**src/sv/rotation_matrix_to_euler_assert.svh**
```systemverilog
// Assertion macros for the rotation matrix to Euler angle converter.
// Used by the top level only; needs no package.
`ifndef ROTATION_MATRIX_TO_EULER_ASSERT_SVH
`define ROTATION_MATRIX_TO_EULER_ASSERT_SVH
// Implication checked at every clock edge outside reset.
`define RME_ASSERT_IMPL(label, clk, rst_n, ante, cons, msg) \
	label: assert property (@(posedge clk) disable iff (!rst_n) (ante) |-> (cons)) \
		else $error(msg);
// Next-cycle implication checked outside reset.
`define RME_ASSERT_NEXT(label, clk, rst_n, ante, cons, msg) \
	label: assert property (@(posedge clk) disable iff (!rst_n) (ante) |=> (cons)) \
		else $error(msg);
`endif

```
**src/sv/rme_pkg.sv**
```systemverilog
// Package for the rotation matrix to Euler angle converter.
// Holds widths, the CORDIC arctangent table and shared constants; depends on nothing.
package rme_pkg;
	localparam int CordicStagesDef = 16;
	localparam int TabLen = 24;
	localparam int InW = 16;
	localparam int AngW = 16;
	localparam int ThrW = 15;
	localparam int SqW = 32;
	localparam int RootW = 16;
	// CORDIC datapath width: operands scaled by 2^16 plus growth.
	localparam int CW = 36;
	localparam int ZW = 34;
	localparam logic signed [AngW-1:0] PiQ13 = 16'sd25736;
	localparam logic [30:0] PiQ29 = 31'd1686629713;

	typedef struct packed {
		logic signed [InW-1:0] r00;
		logic signed [InW-1:0] r10;
		logic signed [InW-1:0] r11;
		logic signed [InW-1:0] r12;
		logic signed [InW-1:0] r20;
		logic signed [InW-1:0] r21;
		logic signed [InW-1:0] r22;
	} mat_t;

	typedef struct packed {
		logic signed [AngW-1:0] angle_x;
		logic signed [AngW-1:0] angle_y;
		logic signed [AngW-1:0] angle_z;
		logic                   singular;
	} eul_t;

	// Arctangent of 2^-i in binary angle units (2^32 per turn).
	function automatic logic signed [ZW-1:0] atan_tab(input int i);
		logic [31:0] v;
		case (i)
			0: v = 32'h20000000;  1: v = 32'h12E4051E;  2: v = 32'h09FB385B;
			3: v = 32'h051111D4;  4: v = 32'h028B0D43;  5: v = 32'h0145D7E1;
			6: v = 32'h00A2F61E;  7: v = 32'h00517C55;  8: v = 32'h0028BE53;
			9: v = 32'h00145F2F;  10: v = 32'h000A2F98; 11: v = 32'h000517CC;
			12: v = 32'h00028BE6; 13: v = 32'h000145F3; 14: v = 32'h0000A2F9;
			15: v = 32'h0000517C; 16: v = 32'h000028BE; 17: v = 32'h0000145F;
			18: v = 32'h00000A2F; 19: v = 32'h00000517; 20: v = 32'h0000028B;
			21: v = 32'h00000145; 22: v = 32'h000000A2; 23: v = 32'h00000051;
			default: v = 32'h0;
		endcase
		return ZW'(signed'({1'b0, v}));
	endfunction
endpackage

```
**src/sv/rme_isqrt.sv**
```systemverilog
// Pipelined integer square root, one result bit per stage, 16 stages.
// Uses rme_pkg; carries a sideband payload and valid alongside.
module rme_isqrt import rme_pkg::*; #(
	parameter int SideW = 1
) (
	input  logic             clk,
	input  logic             arst_n,
	input  logic             en,
	input  logic             in_valid,
	input  logic [SqW-1:0]   in_sq,
	input  logic [SideW-1:0] in_side,
	output logic             out_valid,
	output logic [RootW-1:0] out_root,
	output logic [SideW-1:0] out_side
);
	localparam int N = RootW;
	logic [SqW+1:0]   rem_s [N+1];
	logic [RootW-1:0] root_s [N+1];
	logic [SqW-1:0]   sq_s [N+1];
	logic [SideW-1:0] side_s [N+1];
	logic             vld_s [N+1];

	assign rem_s[0] = '0;
	assign root_s[0] = '0;
	assign sq_s[0] = in_sq;
	assign side_s[0] = in_side;
	assign vld_s[0] = in_valid;

	// Restoring square root: each stage brings down two radicand bits.
	for (genvar k = 0; k < N; k++) begin : g_st
		logic [SqW+1:0] rem_n, trial;
		always_comb begin
			rem_n = {rem_s[k][SqW-1:0], sq_s[k][SqW-1 -: 2]};
			trial = {{(SqW-RootW){1'b0}}, root_s[k], 2'b01};
		end
		always_ff @(posedge clk or negedge arst_n) begin
			if (!arst_n) begin
				vld_s[k+1] <= 1'b0;
			end else if (en) begin
				vld_s[k+1] <= vld_s[k];
			end
		end
		always_ff @(posedge clk) begin
			if (en) begin
				if (rem_n >= trial) begin
					rem_s[k+1] <= rem_n - trial;
					root_s[k+1] <= {root_s[k][RootW-2:0], 1'b1};
				end else begin
					rem_s[k+1] <= rem_n;
					root_s[k+1] <= {root_s[k][RootW-2:0], 1'b0};
				end
				sq_s[k+1] <= {sq_s[k][SqW-3:0], 2'b00};
				side_s[k+1] <= side_s[k];
			end
		end
	end

	assign out_valid = vld_s[N];
	assign out_root = root_s[N];
	assign out_side = side_s[N];
endmodule

```
**config.mk**
```make
export PLATFORM = sky130hd
export DESIGN_NAME = rme_isqrt
export DESIGN_NICKNAME = d
export VERILOG_FILES = /design/src/sv/rotation_matrix_to_euler_assert.svh /design/src/sv/rme_pkg.sv /design/src/sv/rme_isqrt.sv
export SDC_FILE = /design/constraint.sdc
export NUM_CORES = 1
export LEC_CHECK = 0
export ABC_AREA = 0
export ABC_CLOCK_PERIOD_IN_PS = 3680
export BUFFER_PORTS_ARGS = -buffer_cell sky130_fd_sc_hd__clkbuf_2
export CAP_MARGIN = 40
export CORE_UTILIZATION = 60
export CTS_CLUSTER_SIZE = 10
export DETAILED_ROUTE_END_ITERATION = 8
export GPL_TIMING_DRIVEN = 0
export PLACE_DENSITY = 0.72
export SETUP_SLACK_MARGIN = 0.02
export SLEW_MARGIN = 40
export SYNTH_ARGS = -nofsm -noshare
export SYNTH_HDL_FRONTEND = slang
export SYNTH_SLANG_ARGS = --single-unit
```
**constraint.sdc**
```tcl
create_clock -name clk -period 3.68 [get_ports clk]
set_input_delay 0.184 -clock clk [delete_from_list [all_inputs] [get_ports clk]]
set_output_delay 0.184 -clock clk [all_outputs]
set_load 0.02 [all_outputs]
```
After elaboration in Yosys (flattened, before gate mapping)
Index checks and enable logic that the tools add are counted.
{"block": "word_totals", "wordCells": 141, "inputBits": 37, "output_inout_bits": 18, "reg_bits": 859}
{"block": "classes", "magnitude_cmp": 16, "add_sub_neg": 15, "n_mux": 31}
{"operator": "$mux 32", "count": 14}
{"operator": "$ge 34x10->1", "count": 1}
{"operator": "$ge 34x11->1", "count": 1}
{"operator": "$ge 34x12->1", "count": 1}
{"operator": "$ge 34x13->1", "count": 1}
{"operator": "$ge 34x14->1", "count": 1}
{"operator": "$ge 34x15->1", "count": 1}
{"operator": "$ge 34x16->1", "count": 1}
{"operator": "$ge 34x17->1", "count": 1}
{"operator": "$ge 34x3->1", "count": 1}
{"operator": "$ge 34x4->1", "count": 1}
{"operator": "$ge 34x5->1", "count": 1}
{"operator": "$ge 34x6->1", "count": 1}
{"operator": "$ge 34x7->1", "count": 1}
{"operator": "$ge 34x8->1", "count": 1}
{"operator": "$ge 34x9->1", "count": 1}
{"operator": "$sub 32x10->32", "count": 1}
{"operator": "$sub 32x11->32", "count": 1}
{"operator": "$sub 32x12->32", "count": 1}
{"operator": "$sub 32x13->32", "count": 1}
{"operator": "$sub 32x14->32", "count": 1}
{"operator": "$sub 32x15->32", "count": 1}
{"operator": "$sub 32x16->32", "count": 1}
{"operator": "$sub 32x3->32", "count": 1}
{"operator": "other kinds (10)", "count": 25}

Depth between registers and ports, before layout
Gate-level depths: netlist of the first run.
{"block": "logic_depth", "depth_word": 2, "ltp_mapped": 12, "ltp_nobuf": 10}

Worst setup path before layout of the first run
OpenSTA, ideal clock, no wires.
{"block": "synth_path", "kind": "register -> register", "start": "register rem_s (netlist bit g_st[6].rem_n[5])", "end": "register rem_s (netlist bit g_st[7].rem_n[25]), data pin", "required_time_ps": 3422, "setup_ps": 258, "path_slack_ps": 660, "arrival_ps": 2762, "stages_incl_launch_ff": 10, "path_buffers": 1, "synth_period_minus_slack_ps": 3020, "cell_sequence": "edfxtp_1 > ha_1 > nand4_1 > or4b_1 > and4_1 > and2_1 > a2111oi_0 > clkbuf_1 > nand4b_1 > xnor2_1"}
{"block": "synth_via", "elab_chain_len": 2, "elab_cells_between_ends": 3, "cone_classes": "1 x add/sub; 1 x order compare; 1 x mux"}
{"element": "start, declared", "line_no": "rme_isqrt.sv:17", "rtl": "logic [SqW+1:0] rem_s [N+1];"}
{"element": "start signal, assigned by index", "line_no": "rme_isqrt.sv:46", "rtl": "rem_s[k+1] <= rem_n - trial;"}
{"element": "start signal, assigned by index", "line_no": "rme_isqrt.sv:49", "rtl": "rem_s[k+1] <= rem_n;"}
{"element": "$sub 32x8->32 / $ge 34x8->1 (equally long branches)", "line_no": "rme_isqrt.sv:46, rme_isqrt.sv:45"}
{"element": "$mux 32 *", "line_no": "rme_isqrt.sv:45", "rtl": "if (rem_n >= trial) begin"}
Mark *: on every way between the ends. The rest lies on a longest branch, timed or not.
A chain may end at the register's enable or synchronous reset.

Worst setup path in the final report of the first run
{"block": "layout_path", "start": "register rem_s (netlist bit g_st[12].rem_n[14])", "end": "register rem_s (netlist bit g_st[13].rem_n[12]), data pin"}
{"block": "layout_via", "elab_chain_len": 2}
{"element": "$ge 34x14->1", "line_no": "rme_isqrt.sv:45"}
{"element": "$mux 32", "line_no": "rme_isqrt.sv:45"}
Every way passes these cells.

==> results.yml, run 1 <==
critical_path:
  r2r_slack_ps: 240
  rr_endpoint: "g_st[13].rem_n[12]$_DFFE_PP_"
  critPathLaunch: "g_st[12].rem_n[14]$_DFFE_PP_"
  crit_required_ps: 4080
  ff2ff_path_depth: 7
  crit_path_end_kind: "flip-flop"
  crit_arrival_ps: 3840
  critPathCapture: "g_st[13].rem_n[12]$_DFFE_PP_"
  crit_fanout: 10
  r2r-start: "g_st[12].rem_n[14]$_DFFE_PP_"
  critPathLaunchType: "flip-flop"
  critical_path_class: "flip-flop to flip-flop"
floorplanning:
  initial_core_util_pct: 60.63
  dieArea_um2: 66170
  core_area_um2: 64460
  die_y_um: 257.2
  rows: 93
  die_w_um: 257.2
  ios: 55
layout:
  final_common_cell: "edfxtp_1"
  drive_gt1_share_pct: 7.642
  fillCellCount: 4519
  stdcell_count: 4074
  final_cell_mix: "826 x edfxtp_1, 226 x nor2_1, 191 x xnor2_1"
  stdcell_area_um2: 43970
  area_delta_synth_final_pct: 12.50
  num_antenna_cells: 0
  fin_nets: 3370
detailed_routing:
  wl_met2_um: 36830
  drc: 0
  met1_length_um: 34170
  first_iter_violations: 1845
  viasPerCell: 5.835
  first_pass_iters: 5
  routed-via-count: 23770
  drt-total-wl_um: 76990
  detail-route-antenna-nets: 0
  met3_length_um: 4201
  top_layer_used: "met4"
  post_drt_wl_per_cell_um: 18.90
clock_tree:
  cts_buffer_depth: 3
  clk_latency_ps: 660
  h-tree-depth: 3
  cts_buffers: 96
  cts_root_buf: "clkbuf_16"
  numClockSinks: 842
  cts_tree: "done"
  cts_setup_buffers: 0
  cts.clk_slew.worst_paths_ps: 60
logic_synthesis:
  synth_ff_type: "edfxtp_1"
  synth_area_um2: 39080
  postSynthCellCount: 2977
  syn_avg_cell_area_um2: 13.13
  yosysWarnings: 0
  async_flop_share_pct: 1.900
  yosysSeqAreaShare_pct: 64.49
  synth-edff-count: 826
  ys_ff_latch: 842
  synthesis.nets: 3167
  synth.distinct_cells: 73
status:
  status: "finished clean"
sta:
  setup_viol: 0
  max_freq_ghz: 0.2906
  tns_ps: 0
  drv_slew: 0
  fin_skew_ps: 64.33
  finalCritPeriodShare_pct: 93.51
  relSlewSlack_pct: 38.68
  rsz0062_at_grt: "no"
  period_minus_slack_ps: 3441
  tightest_slew_ps: 896.7
  hold_viol_final: 0
  fin_ws_ps: 238.9
placement:
  portBuffers: 54
  gp_congestion: 0.9202
  hpwlAfterDp_um: 53860
  dp.cells: 3898
  place_area_um2: 40780
  pre_cts_ws_ps: -85.62
power_and_ir_drop:
  p_leak_nw: 16.23
  p_per_area_nw_per_um2: 541.6
  ir_drop_uv: 518.6
  p_total_mw: 23.81
global_route:
  grt-ovfl-total: 0
  grt_max_degree: 83
  grt_pass1_vias: 23770
  track_usage_pct: 23.46
  grt_antenna_before_repair: 0
  grt_pass1_wl_um: 124100
hold_path:
  hp-class: "input pin to async pin"
flow_run:
  cap_viol_max_count: 0
-- Yosys cell counts, types with 45 or more instances --
library cell	n	area [µm²]
edfxtp_1	826	24800
nor2_1	227	852.1
xnor2_1	191	1673
nand2_1	171	641.9
inv_1	169	634.4
xor2_1	169	1480
ha_1	153	1914
a21oi_1	124	620.6
nor3_1	109	545.5
nor4_1	78	488.0
nand3_1	74	370.4
o21ai_1	48	240.2
nand4_1	45	281.5
-- through the flow --
stage	util, %	hold WS, ps
after floorplan	-	-111.6
after global placement	62.71	96.65
after detailed placement	63.25	116.6
after CTS	68.11	177.4
after global routing	68.21	95.54
final	68.21	38.79
-- power breakdown --
group | switching (mW) | leakage [nW] | total (mW) | internal (mW)
clock network | 3.64 | 1.31 | 8.40 | 4.76
logic | 1.73 | 6.79 | 3.01 | 1.28
registers | 0.659 | 8.14 | 12.4 | 11.7
total | 6.04 | 16.2 | 23.8 | 17.8
-- area by class of cell --
cell class	count	area [µm²]	share of cell area (%)
buffer	47	201.4	0.4581
timing repair buffer	105	982.2	2.234
tap	855	1070	2.433
clock buffer	123	2504	5.694
inverter	178	668.1	1.519
clock inverter	14	225.2	0.5122
sequential	842	25200	57.32
multi-input combinational	1910	13120	29.83
-- worst min path at each step --
stage,startpoint,slack (ps),endpoint,cells past startpoint
4_1_cts,in_sq[4],180,sq_s[486]$_DFFE_PP_,2
3_3_place_gp,arst_n,100,out_valid$_DFFE_PN0P_,1
5_1_grt,arst_n,100,vld_s[8]$_DFFE_PN0P_,3
2_1_floorplan,arst_n,-110,out_valid$_DFFE_PN0P_,0
3_5_place_dp,arst_n,120,vld_s[1]$_DFFE_PN0P_,1
6_report,arst_n,40,vld_s[8]$_DFFE_PN0P_,3
-- what timing repair did --
item / CTS / global route
pin swaps: 1 / 0
hold endpoints to repair: 74 / 0
endpoints found under the setup margin: 20 / 51
hold buffers: 38 / 0
resized for setup: 4 / 17
-- routing by layer --
| metal | up-vias | global-route usage, % |
|---|---|---|
| met3 | 129 | 3.536 |
| met5 | - | 0 |
| met1 | 11480 | 32.40 |
| met4 | 0 | 7.589 |
| met2 | 702 | 38.41 |
| li1 | 11470 | - |
-- flip-flops by register name, summed over array words and instances (netlist names) --
signal,cells
out_root,16
out_side,1
sq_s,210
side_s,15
vld_s,15
g_st.rem_n,464
out_valid,1
g_st.trial,120
-- logic make-up (layout without fill, tap and decap cells) --
| kind of cell | Yosys count | count (layout) | share of synthesized area [%] |
|---|---|---|---|
| other | 1 | 1 | 0.009594 |
| multiplexers | 42 | 42 | 1.200 |
| XOR/XNOR | 360 | 360 | 8.067 |
| adder cells (fa/ha/maj) | 153 | 153 | 4.898 |
| flip-flops | 842 | 842 | 64.49 |
| AO/OA/AOI/OAI | 396 | 396 | 6.412 |
| buffers and inverters | 225 | 467 | 2.206 |
| AND/OR/NAND/NOR | 958 | 958 | 12.72 |
-- worst max-delay path: stages (launching register included) --
cell and delay, ps:
edfxtp_1 480, or4_1 720, nor4_1 400, nand4_1 310, and3_1 300, nand3_1 260
clkbuf_2 360, mux2_1 360
No activity file was read; power rests on OpenSTA's default activity.
==> run 2, diff against run 1 <==
--- a/config.mk
+++ b/config.mk
@@ -9,11 +9,11 @@
 export ABC_CLOCK_PERIOD_IN_PS = 3680
 export BUFFER_PORTS_ARGS = -buffer_cell sky130_fd_sc_hd__clkbuf_2
 export CAP_MARGIN = 40
-export CORE_UTILIZATION = 60
+export CORE_UTILIZATION = 55
 export CTS_CLUSTER_SIZE = 10
 export DETAILED_ROUTE_END_ITERATION = 8
 export GPL_TIMING_DRIVEN = 0
-export PLACE_DENSITY = 0.72
+export PLACE_DENSITY = 0.67
 export SETUP_SLACK_MARGIN = 0.02
 export SLEW_MARGIN = 40
 export SYNTH_ARGS = -nofsm -noshare
==> results.yml, run 2 (same netlist as run 1, synthesis figures left out) <==
sta:
  tightest_slew_ps: 808.8
  drv_slew: 0
  max_freq_ghz: 0.2861
  tns_ps: 0
  fin_ws_ps: 185.3
  rsz0062_at_grt: "no"
  fin_skew_ps: 58.14
  relSlewSlack_pct: 45.75
  hold_ws_ps: 57.51
  period_minus_slack_ps: 3495
  hold_viol_final: 0
  setup_viol: 0
  finalCritPeriodShare_pct: 94.97
clock_tree:
  h-tree-depth: 3
  clk_latency_ps: 680
  cts_buffer_depth: 3
  numClockSinks: 842
  cts_root_buf: "clkbuf_16"
  cts_tree: "done"
  cts.clk_slew.worst_paths_ps: 60
  cts_buffers: 96
power_and_ir_drop:
  p_int_mw: 17.86
  power_frac_seq_pct: 52.0
  p_leak_nw: 16.25
  p_per_area_nw_per_um2: 539.4
  pwr-share-comb_pct: 12.6
  swShare_pct: 24.97
  power.share.clock_pct: 35.4
  ir_drop_uv: 592.5
  p_sw_mw: 5.944
hold_path:
  hp-start: "en"
  worstHoldPathCells: 1
  hold-path-endpoint: "sq_s[423]$_DFFE_PP_"
  hp-class: "input pin to flip-flop"
global_route:
  grt-ovfl-total: 0
  grt_pass1_vias: 23190
  grt_pass1_wl_um: 118500
  grt_antenna_before_repair: 1
  grt_max_degree: 81
  track_usage_pct: 20.54
critical_path:
  r2r_slack_ps: 190
  crit_chain: "inv_1 -> ha_1 -> nand4_1 -> or4b_1 -> and4_1 -> and2_1 -> a2111oi_2 -> clkbuf_2 -> nand4b_1 -> xnor2_1"
  r2r-start: "g_st[6].trial[5]$_DFFE_PP_"
  crit_arrival_ps: 3870
  crit_fanout: 10
  critical_path_class: "flip-flop to flip-flop"
  cpMaxStageDelayCell: "or4b_1"
  critPathBufInv: 2
  crit_required_ps: 4050
  rr_endpoint: "g_st[7].rem_n[25]$_DFFE_PP_"
  ff2ff_path_depth: 10
  crit_path_end_kind: "flip-flop"
  crit_path_max_incr_delay_ps: 600
  critPathTopFamily: "simple AND/OR/NAND/NOR gates"
  critPathLaunchType: "flip-flop"
detailed_routing:
  detail-route-antenna-nets: 0
  first_pass_iters: 5
  viasPerCell: 5.688
  post_drt_wl_per_cell_um: 17.62
  drc: 0
  routed-via-count: 23670
  drt-total-wl_um: 73340
  first_iter_violations: 1855
floorplanning:
  die_y_um: 268.6
  dieArea_um2: 72130
  initial_core_util_pct: 55.72
  rows: 97
  die_w_um: 268.6
  core_area_um2: 70150
  ios: 55
layout:
  area_delta_synth_final_pct: 12.89
  fin_nets: 3370
  num_antenna_cells: 0
  final_common_cell: "edfxtp_1"
  drive_gt1_share_pct: 7.637
  largest_reg_flops: 464
  fin_util_pct: 62.90
  final_cell_mix: "826 x edfxtp_1, 226 x nor2_1, 191 x xnor2_1"
placement:
  hpwlAfterDp_um: 52590
  pre_cts_ws_ps: -311.4
  portBuffers: 54
  gp_congestion: 0.9449
status:
  status: "finished clean"
flow_run:
  cap_viol_max_count: 0
run 2: cell types whose count changed in the layout (fill, tap and decap cells not counted), sizes merged:
| cell | previous run | this run |
|---|---|---|
| bufinv | 0 | 1 |
| clkbuf | 219 | 221 |
| clkinv | 14 | 13 |
run 2: power by group through the flow:
stage	Sequential [mW]	Combinational [mW]	Clock (mW)
2_1_floorplan	12.3	2.11	0
3_3_place_gp	12.8	2.75	0
3_5_place_dp	12.5	2.90	0
4_1_cts	12.4	2.96	8.68
5_1_grt	12.5	3.34	9.02
6_report	12.4	3.00	8.44
run 2: metal layers:
layer / share of wire, % / track usage, % / vias up
met5: 0.018 / 0 / -
met3: 5.5 / 4.073 / 152
met2: 47 / 32.89 / 618
met1: 45 / 28.17 / 11430
li1: - / - / 11470
met4: 2.7 / 6.818 / 2
run 2: worst reg2reg max path, stage by stage, from the launching register on:
cell and delay (ps):
edfxtp_1 410, inv_1 70, ha_1 370, nand4_1 170
or4b_1 600, and4_1 270, and2_1 180, a2111oi_2 460
clkbuf_2 320, nand4b_1 160, xnor2_1 180
run 2: layout make-up:
class	instances	area (µm²)
Fill cell	5373	26030
Multi-Input combinational cell	1910	13130
Clock buffer	125	2511
Clock inverter	14	262.8
Tap cell	940	1176
Timing Repair Buffer	105	964.7
Sequential cell	842	25200
Inverter	178	668.1
Buffer	47	203.9
run 2: stage by stage:
step           instance area [µm²]  instances  power [mW]
6_report                     44120       4161       23.80
5_1_grt                      44120       4161       24.83
4_1_cts                      44020       4158       24.01
3_5_place_dp                 40840       3982       15.45
3_3_place_gp                 40530       3971       15.56
2_1_floorplan                39090       2977       14.45
run 2: how the worst max path moves through the flow:
stage / startpoint / end / cells after the start
2_1_floorplan: g_st[6].rem_n[5]$_DFFE_PP_ / g_st[7].rem_n[25]$_DFFE_PP_ / 9
3_3_place_gp: en / vld_s[15]$_DFFE_PN0P_ / 4
3_5_place_dp: g_st[10].rem_n[20]$_DFFE_PP_ / g_st[11].rem_n[8]$_DFFE_PP_ / 8
4_1_cts: g_st[12].rem_n[8]$_DFFE_PP_ / g_st[13].rem_n[11]$_DFFE_PP_ / 9
5_1_grt: g_st[11].rem_n[27]$_DFFE_PP_ / g_st[12].rem_n[31]$_DFFE_PP_ / 8
6_report: g_st[6].trial[5]$_DFFE_PP_ / g_st[7].rem_n[25]$_DFFE_PP_ / 10
run 2: timing repair:
item                       CTS  global route
setup endpoints to repair   35            66
hold endpoints to repair    51             0
hold buffers                37             0
buffers inserted             0             2
pin swaps                    0             1
gates resized for setup      7            21
